## src/design/lmss_pkg.sv

```systemverilog
// Shared types and constants for the LED matrix scroll scanner.
// No dependencies; every other design file refers to this package by scoped names.
package lmss_pkg;

   localparam int MODULES            = 10;
   localparam int COLUMNS_PER_MODULE = 5;
   localparam int BUFFER_DEPTH       = 56;

   localparam int ADDR_W  = $clog2(BUFFER_DEPTH);
   localparam int POS_W   = 8;              // holds any column position plus one step
   localparam int CMP_W   = POS_W + 1;      // room to compare against the depth itself
   localparam int MOD_W   = $clog2(MODULES + 1);
   localparam int PHASE_W = 3;

   localparam logic [7:0] SINK_TOP = 8'h80;

   typedef enum logic [1:0] {
      CMD_WRITE   = 2'd0,
      CMD_SHIFT   = 2'd1,
      CMD_REFRESH = 2'd2,
      CMD_BLANK   = 2'd3
   } cmd_type;

   typedef enum logic [2:0] {
      ST_IDLE,
      ST_SHIFT,
      ST_DRAIN,
      ST_REFRESH,
      ST_SINK,
      ST_BLANK
   } state_type;

   // buffer access request from the sequencer
   typedef struct packed {
      logic             rd_en;
      logic [POS_W-1:0] rd_addr;
      logic             wr_en;
      logic             wr_shift;   // write data comes from the last read
      logic [POS_W-1:0] wr_addr;
      logic [7:0]       wr_data;
   } buf_ctrl_type;

   // one queued output byte
   typedef struct packed {
      logic       use_mem;
      logic [7:0] byte_val;
      logic       is_sink;
      logic       last;
   } fetch_type;

endpackage

```

## src/design/led_matrix_scroll_scanner.sv

```systemverilog
// Top level of the LED matrix scroll scanner: fetch slot and output register.
// Depends on lmss_pkg, lmss_buffer and lmss_sequencer.
//
// Usage:
//   Requests arrive on req_* (valid/ready). Each carries a command: write one
//   column entry, shift the picture left by one column, refresh one scan phase,
//   or blank. Bytes for the LED shift chain leave on rsp_* (valid/ready);
//   rsp_last marks the final byte of a request, rsp_is_sink the sink select byte.
//   Per command:
//   - write: no bytes.
//   - shift: one entry per cycle through the single buffer read and write ports.
//   - refresh: MODULES + 1 bytes (11), one per cycle from the shared position
//     adder while the receiver keeps up, via the fetch slot and output register.
//   - blank: one zero byte.
//   A new request is taken once the sequencer is idle and its last byte has
//   left the fetch slot. On a receiver stall the output register holds, the
//   fetch slot fills, and the sequencer pauses in place.
//   Reset clears the buffer (valid bits), the scan phase and all handshakes.
module led_matrix_scroll_scanner (
   input  logic       clock,
   input  logic       reset,
   input  logic       req_valid,
   output logic       req_ready,
   input  logic [1:0] req_cmd,
   input  logic [5:0] req_index,
   input  logic [7:0] req_value,
   output logic       rsp_valid,
   input  logic       rsp_ready,
   output logic [7:0] rsp_out_byte,
   output logic       rsp_is_sink,
   output logic       rsp_last
);

   lmss_pkg::buf_ctrl_type ctrl;
   lmss_pkg::fetch_type    fetch;
   lmss_pkg::fetch_type    fe_ff;
   logic                   issue;
   logic [7:0]             rd_byte;

   logic       fe_valid_ff, fe_valid_in;
   logic       rsp_valid_ff, rsp_valid_in;
   logic [7:0] rsp_byte_ff;
   logic       rsp_sink_ff;
   logic       rsp_last_ff;
   logic       load;
   logic       can_issue;

   lmss_buffer u_buffer (
      .clock   (clock),
      .reset   (reset),
      .ctrl    (ctrl),
      .rd_byte (rd_byte)
   );

   lmss_sequencer u_sequencer (
      .clock     (clock),
      .reset     (reset),
      .req_valid (req_valid),
      .req_cmd   (req_cmd),
      .req_index (req_index),
      .req_value (req_value),
      .fe_idle   (!fe_valid_ff),
      .can_issue (can_issue),
      .req_ready (req_ready),
      .ctrl      (ctrl),
      .issue     (issue),
      .fetch     (fetch)
   );

   // fetch slot moves to the output register whenever that register frees up
   assign load      = fe_valid_ff && (!rsp_valid_ff || rsp_ready);
   assign can_issue = !fe_valid_ff || load;

   always_comb begin
      fe_valid_in = fe_valid_ff;
      if (issue) begin
         fe_valid_in = 1'b1;
      end else if (load) begin
         fe_valid_in = 1'b0;
      end

      rsp_valid_in = rsp_valid_ff;
      if (load) begin
         rsp_valid_in = 1'b1;
      end else if (rsp_ready) begin
         rsp_valid_in = 1'b0;
      end
   end

   always_ff @(posedge clock) begin
      if (reset) begin
         fe_valid_ff  <= 1'b0;
         rsp_valid_ff <= 1'b0;
      end else begin
         fe_valid_ff  <= fe_valid_in;
         rsp_valid_ff <= rsp_valid_in;
      end
   end

   always_ff @(posedge clock) begin
      if (issue) begin
         fe_ff <= fetch;
      end
      if (load) begin
         // buffer read data is held until the slot drains
         rsp_byte_ff <= fe_ff.use_mem ? rd_byte : fe_ff.byte_val;
         rsp_sink_ff <= fe_ff.is_sink;
         rsp_last_ff <= fe_ff.last;
      end
   end

   assign rsp_valid    = rsp_valid_ff;
   assign rsp_out_byte = rsp_byte_ff;
   assign rsp_is_sink  = rsp_sink_ff;
   assign rsp_last     = rsp_last_ff;

   a_req_only_when_drained: assert property (@(posedge clock) disable iff (reset)
      req_valid && req_ready |-> !fe_valid_ff)
      else $error("request accepted with a byte still in the fetch slot");

   a_sink_last_out: assert property (@(posedge clock) disable iff (reset)
      rsp_valid && rsp_is_sink |-> rsp_last)
      else $error("sink byte leaves without last");

   a_no_overwrite: assert property (@(posedge clock) disable iff (reset)
      rsp_valid_ff && !rsp_ready |-> !load)
      else $error("output register overwritten while stalled");

endmodule

```

## src/design/lmss_buffer.sv

```systemverilog
// Column buffer: one write and one registered read per cycle, per-entry valid bits.
// Depends on lmss_pkg.
module lmss_buffer (
   input  logic                 clock,
   input  logic                 reset,
   input  lmss_pkg::buf_ctrl_type ctrl,
   output logic [7:0]           rd_byte
);

   logic [7:0] mem [lmss_pkg::BUFFER_DEPTH];
   logic [lmss_pkg::BUFFER_DEPTH-1:0] valid_ff;
   logic [7:0] rd_data_ff;
   logic       rd_ok_ff;
   logic       rd_ok_in;
   logic [7:0] wr_value;
   logic [lmss_pkg::ADDR_W-1:0] rd_idx;
   logic [lmss_pkg::ADDR_W-1:0] wr_idx;

   assign rd_idx   = ctrl.rd_addr[lmss_pkg::ADDR_W-1:0];
   assign wr_idx   = ctrl.wr_addr[lmss_pkg::ADDR_W-1:0];
   assign rd_ok_in = ({1'b0, ctrl.rd_addr} < lmss_pkg::CMP_W'(lmss_pkg::BUFFER_DEPTH))
                     && valid_ff[rd_idx];
   // never-written or out-of-range entries read as zero
   assign rd_byte  = rd_ok_ff ? rd_data_ff : 8'h00;
   assign wr_value = ctrl.wr_shift ? rd_byte : ctrl.wr_data;

   always_ff @(posedge clock) begin
      if (ctrl.wr_en) begin
         mem[wr_idx] <= wr_value;
      end
      if (ctrl.rd_en) begin
         rd_data_ff <= mem[rd_idx];
         rd_ok_ff   <= rd_ok_in;
      end
   end

   always_ff @(posedge clock) begin
      if (reset) begin
         valid_ff <= '0;
      end else if (ctrl.wr_en) begin
         valid_ff[wr_idx] <= 1'b1;
      end
   end

endmodule

```

## src/design/lmss_sequencer.sv

```systemverilog
// Command sequencer: steps one shared position adder through shift sweeps and refreshes.
// Depends on lmss_pkg.
module lmss_sequencer (
   input  logic                   clock,
   input  logic                   reset,
   input  logic                   req_valid,
   input  logic [1:0]             req_cmd,
   input  logic [5:0]             req_index,
   input  logic [7:0]             req_value,
   input  logic                   fe_idle,
   input  logic                   can_issue,
   output logic                   req_ready,
   output lmss_pkg::buf_ctrl_type ctrl,
   output logic                   issue,
   output lmss_pkg::fetch_type    fetch
);

   lmss_pkg::state_type state_ff, state_in;
   logic [lmss_pkg::POS_W-1:0]   p_ff, p_in;
   logic [lmss_pkg::MOD_W-1:0]   m_ff, m_in;
   logic [lmss_pkg::PHASE_W-1:0] phase_ff, phase_in;
   logic                         wr_pend_ff, wr_pend_in;
   logic [lmss_pkg::POS_W-1:0]   wr_addr_ff, wr_addr_in;
   logic [lmss_pkg::POS_W-1:0]   step;
   logic [lmss_pkg::POS_W-1:0]   sum;
   logic [lmss_pkg::PHASE_W-1:0] phase_next;

   // the one shared adder: +1 while sweeping, +columns while scanning modules
   assign step = (state_ff == lmss_pkg::ST_SHIFT) ? lmss_pkg::POS_W'(1)
                 : lmss_pkg::POS_W'(lmss_pkg::COLUMNS_PER_MODULE);
   assign sum  = p_ff + step;
   assign phase_next = phase_ff + lmss_pkg::PHASE_W'(1);

   always_ff @(posedge clock) begin
      if (reset) begin
         state_ff   <= lmss_pkg::ST_IDLE;
         phase_ff   <= '0;
         wr_pend_ff <= 1'b0;
      end else begin
         state_ff   <= state_in;
         phase_ff   <= phase_in;
         wr_pend_ff <= wr_pend_in;
      end
   end

   always_ff @(posedge clock) begin
      p_ff       <= p_in;
      m_ff       <= m_in;
      wr_addr_ff <= wr_addr_in;
   end

   always_comb begin
      state_in   = state_ff;
      p_in       = p_ff;
      m_in       = m_ff;
      phase_in   = phase_ff;
      wr_pend_in = 1'b0;
      wr_addr_in = wr_addr_ff;
      req_ready  = 1'b0;
      issue      = 1'b0;
      fetch      = '0;
      ctrl       = '0;

      // trailing write of the shift sweep
      if (wr_pend_ff) begin
         ctrl.wr_en    = 1'b1;
         ctrl.wr_shift = 1'b1;
         ctrl.wr_addr  = wr_addr_ff;
      end

      case (state_ff)
         lmss_pkg::ST_IDLE: begin
            req_ready = fe_idle;
            if (req_valid && fe_idle) begin
               case (lmss_pkg::cmd_type'(req_cmd))
                  lmss_pkg::CMD_WRITE: begin
                     if ({3'b000, req_index} <
                         lmss_pkg::CMP_W'(lmss_pkg::BUFFER_DEPTH)) begin
                        ctrl.wr_en   = 1'b1;
                        ctrl.wr_addr = lmss_pkg::POS_W'(req_index);
                        ctrl.wr_data = req_value;
                     end
                  end
                  lmss_pkg::CMD_SHIFT: begin
                     p_in     = '0;
                     phase_in = '0;
                     state_in = lmss_pkg::ST_SHIFT;
                  end
                  lmss_pkg::CMD_REFRESH: begin
                     p_in     = lmss_pkg::POS_W'(phase_ff);
                     m_in     = '0;
                     state_in = lmss_pkg::ST_REFRESH;
                  end
                  lmss_pkg::CMD_BLANK: begin
                     state_in = lmss_pkg::ST_BLANK;
                  end
                  default: begin
                  end
               endcase
            end
         end
         lmss_pkg::ST_SHIFT: begin
            // read entry p+1 now, write it to entry p next cycle
            ctrl.rd_en   = 1'b1;
            ctrl.rd_addr = sum;
            p_in         = sum;
            wr_pend_in   = 1'b1;
            wr_addr_in   = p_ff;
            if ({1'b0, sum} == lmss_pkg::CMP_W'(lmss_pkg::BUFFER_DEPTH - 1)) begin
               state_in = lmss_pkg::ST_DRAIN;
            end
         end
         lmss_pkg::ST_DRAIN: begin
            state_in = lmss_pkg::ST_IDLE;
         end
         lmss_pkg::ST_REFRESH: begin
            if (can_issue) begin
               ctrl.rd_en    = 1'b1;
               ctrl.rd_addr  = p_ff;
               issue         = 1'b1;
               fetch.use_mem = 1'b1;
               p_in          = sum;
               m_in          = m_ff + lmss_pkg::MOD_W'(1);
               if (m_ff == lmss_pkg::MOD_W'(lmss_pkg::MODULES - 1)) begin
                  state_in = lmss_pkg::ST_SINK;
               end
            end
         end
         lmss_pkg::ST_SINK: begin
            if (can_issue) begin
               issue          = 1'b1;
               fetch.byte_val = lmss_pkg::SINK_TOP >> phase_ff;
               fetch.is_sink  = 1'b1;
               fetch.last     = 1'b1;
               if (phase_next >= lmss_pkg::PHASE_W'(lmss_pkg::COLUMNS_PER_MODULE)) begin
                  phase_in = '0;
               end else begin
                  phase_in = phase_next;
               end
               state_in = lmss_pkg::ST_IDLE;
            end
         end
         lmss_pkg::ST_BLANK: begin
            if (can_issue) begin
               issue      = 1'b1;
               fetch.last = 1'b1;
               state_in   = lmss_pkg::ST_IDLE;
            end
         end
         default: begin
            state_in = lmss_pkg::ST_IDLE;
         end
      endcase
   end

   a_issue_has_room: assert property (@(posedge clock) disable iff (reset)
      issue |-> can_issue)
      else $error("byte issued while fetch slot is occupied");

   a_phase_bound: assert property (@(posedge clock) disable iff (reset)
      phase_ff < lmss_pkg::PHASE_W'(lmss_pkg::COLUMNS_PER_MODULE))
      else $error("scan phase out of range");

   a_sink_is_last: assert property (@(posedge clock) disable iff (reset)
      issue && fetch.is_sink |-> fetch.last)
      else $error("sink byte not marked last");

   a_shift_write_follows_read: assert property (@(posedge clock) disable iff (reset)
      wr_pend_ff |-> $past(ctrl.rd_en))
      else $error("shift write without a preceding read");

endmodule
```

## config.mk

```make
export PLATFORM = sky130hd
export DESIGN_NAME = led_matrix_scroll_scanner
export DESIGN_NICKNAME = d
export VERILOG_FILES = /design/src/design/lmss_pkg.sv /design/src/design/led_matrix_scroll_scanner.sv /design/src/design/lmss_buffer.sv /design/src/design/lmss_sequencer.sv
export SDC_FILE = /design/constraint.sdc
export NUM_CORES = 1
export LEC_CHECK = 0
export ABC_AREA = 1
export BUFFER_PORTS_ARGS = -buffer_cell sky130_fd_sc_hd__buf_2
export CORE_AREA = 4 4 243 245
export CTS_BUF_LIST = sky130_fd_sc_hd__clkbuf_2 sky130_fd_sc_hd__clkbuf_4 sky130_fd_sc_hd__clkbuf_8
export DETAILED_ROUTE_END_ITERATION = 12
export DIE_AREA = 0 0 247 249
export GPL_TIMING_DRIVEN = 0
export HOLD_SLACK_MARGIN = 0.02
export PLACE_DENSITY = 0.55
export SYNTH_ARGS = -nofsm -noshare
export SYNTH_HDL_FRONTEND = slang
export SYNTH_SLANG_ARGS = --single-unit
export TNS_END_PERCENT = 1
```

## constraint.sdc

```tcl
create_clock -name clock -period 8.8 [get_ports clock]
set_input_delay 0.44 -clock clock [delete_from_list [all_inputs] [get_ports clock]]
set_output_delay 0.44 -clock clock [all_outputs]
set_load 0.02 [all_outputs]
```

==> impl_metrics.ini <==
[detailed_routing]
via_per_inst = 5.42
post-route-drc-count = 0
ant_nets = 0
routedWlPerCell_um = 24.6
drt_wl_total_mm = 80.3
drt_iter0_drc = 1801
dr.pass1.iters = 6
dr_total_vias = 17703

[grt]
grt_pass1_wl_mm = 116
grt_overflow = 0
track_usage = 0.261
grt_pass1_vias = 16971
grt_max_degree = 41
antenna_found_initial = 3

[logic_synthesis]
synth_cell_types = 43
synthTopCellsByCount = 549 x nand2_1, 496 x edfxtp_1, 310 x nand3_1
avgSynthCellArea_sq_um = 10.7
synth_edf_count = 496
synth_seq_area_share = 0.666
synth.ff_latch_count = 561
syn_inst = 2283
syn-cell-area_sq_um = 24300
yosysTopAreaCell = edfxtp_1
synth_warnings = 0
synth.most_common_cell = nand2_1
synth_nets = 2317
synth-main-ff-cell = edfxtp_1
synth_top_cell_area_share = 0.612
synth_top_cells_by_area = edfxtp_1 61%, nand2_1 8.5%, nand3_1 6.4%
async_flop_share = 0

[timing]
hold_viol = 0
slew_headroom = 0.218
rsz0062_at_grt = no
worst_slew_pin_slew_ns = 1.17
fin_crit_sh = 0.507
max_freq_mhz = 224
finalCriticalPeriod_ns = 4.46
final_max_slew_viol_count = 0
finalSetupTns_ns = 0
clock_skew_ns = 0.0358
setup_viol = 0
hold_ws_ns = 0.300

[worst_setup_path]
start_kind = flop
cp.arrival_ns = 4.89
slowest_stage = o22ai_2
worstSetupStartpoint = u_sequencer.state_ff[0]
end_kind = flop
path_cells = buf_4 > inv_2 > nor2_1 > nand2_2 > ha_1 > nand3_1 > nand2_1 > nand2_1 > nand2_1 > o22ai_2 > inv_2 > buf_1 > nand3_1 > nand3_1 > nand3_1 > nand2_1
crit_family = simple AND/OR/NAND/NOR gates
worstReg2RegStart = u_sequencer.state_ff[0]
worst-r2r-setup-slack_ns = 4.34
r2r-end = u_buffer.rd_data_ff[1]
reg2regPathDepth = 16
max_stage_delay_ns = 0.81
cp_data_required_time_ns = 9.23
cp_num_buf_inv = 4
path_class = flop to flop
cp_max_fo = 10

[clock_network]
clock_path_buffers = 3
cts_sinks = 561
clk_latency_ns = 0.71
ctsRootBufferMaster = clkbuf_8
cts-htree-levels = 3
cts_tree = built
clkSlewWorstSetupHoldPaths_ns = 0.06
numCtsBuffers = 95

[hold_path]
hp-start = req_valid
holdPathStages = 5
hold_end = u_sequencer.phase_ff[0]
hp-class = input pin to flop

[run_status]
outcome = completed

[finish]
finalInstanceArea_sq_um = 27700
stdcell_count = 3266
final_nets = 2455
nFillCells = 5284
final_core_util = 0.484
syn_to_final_growth_pct = 13.8
drive_above_1_share = 0.153

[place]
gp_congestion = 0.934
dp.cells = 3088
dpl-instance-area_sq_um = 25700
dp_hpwl_mm = 54.6
io_buffers = 30

[floorplanning]
die_y_um = 249
initial_core_util = 0.426
rows = 88
die-area_sq_um = 61500
die_w_um = 247
fp.coreArea_sq_um = 57100
io_pins = 32

[power]
p_leak_nw = 10.7
p_per_area_nw_per_um2 = 308
vdd_drop_max_v = 0.000202

[flow_run]
maxCapViolations = 0
==> worst max-delay path by stage <==
| stage | end | depth (start not counted) |
|---|---|---|
| 2_1_floorplan | u_buffer.mem[0][0] | 4 |
| 3_3_place_gp | u_buffer.mem[5][7] | 4 |
| 4_1_cts | u_buffer.rd_data_ff[3] | 16 |
| 3_5_place_dp | u_buffer.rd_data_ff[3] | 16 |
| 5_1_grt | u_buffer.rd_data_ff[3] | 16 |
| 6_report | u_buffer.rd_data_ff[1] | 16 |
==> placed cells by master (no fill, tap or decap), types with 10 or more instances in the layout <==
cell,n
a21oi_1,35
buf_2,78
buf_4,11
clkbuf_1,43
clkbuf_4,34
clkbuf_8,101
clkinv_1,13
clkinv_2,19
dfxtp_1,65
edfxtp_1,496
ha_1,14
inv_1,223
inv_2,23
nand2_1,549
nand3_1,310
nor2_1,203
nor2_2,19
nor2_4,24
o211ai_1,74
o21ai_0,67
o21ai_4,10
==> layer usage <==
metal	global-route usage	vias to the layer above	share of wire
met1	0.359	8628	0.41
met4	0.100	2	0.040
li1	-	8017	-
met2	0.403	849	0.46
met5	0	-	0.00016
met3	0.0598	207	0.087
==> where the power goes <==
part           internal [mW]  switching [mW]
sequential              3.15          0.0630
clock                   1.30            1.09
combinational          0.687            2.22
total                   5.14            3.37
==> cells by family (layout without fill, tap and decap cells) <==
group | Yosys count | in the layout | share of synthesized area
compound gates | 211 | 211 | 0.0570
xor+xnor | 4 | 4 | 0.00144
fa+ha+maj | 14 | 14 | 0.00720
buf+inv | 365 | 582 | 0.0642
flops | 561 | 561 | 0.666
other cells | 0 | 1 | 0
simple gates | 1128 | 1128 | 0.204
==> repair_timing <==
| action | CTS | global route |
|---|---|---|
| resized for setup | 0 | 0 |
| buffers inserted | 0 | 0 |
| endpoints found under the hold margin | 1 | 0 |
| hold buffers | 1 | 0 |
==> stage by stage <==
step           worst slack (ns)  power, mW
3_3_place_gp              0.409       6.05
3_5_place_dp               4.57       6.10
6_report                   4.34       8.51
4_1_cts                    4.56       8.48
2_1_floorplan              5.07       4.84
5_1_grt                    4.23       8.85
==> state kept, by name, summed over array words and instances, names as in the netlist, 3 cells and up <==
signal and flops:
u_sequencer.phase_ff 3, u_buffer.rd_data_ff 8, fe_ff 11, u_sequencer.wr_addr_ff 6, u_sequencer.p_ff 8, u_sequencer.m_ff 4, rsp_out_byte 8, u_buffer.mem 448
u_buffer.valid_ff 56, u_sequencer.state_ff 3
==> tightest hold or removal path, stage by stage <==
cell and delay, ns:
buf_2 0.11, nand2_1 0.07, nand2_1 0.06, nand2_1 0.17, a21oi_1 0.09
==> area by class of cell <==
cell class	instances	area [sq um]	share of cell area
diodes	1	2.50	0.0000904
repair buffers	41	375	0.0136
inverters	250	946	0.0342
flip-flops and latches	561	16200	0.585
plain buffers	115	617	0.0223
clock inverters	41	288	0.0104
well taps	765	957	0.0346
multi-input cells	1357	6660	0.240
clock buffers	135	1650	0.0594
(Power assumes the default switching activity.)
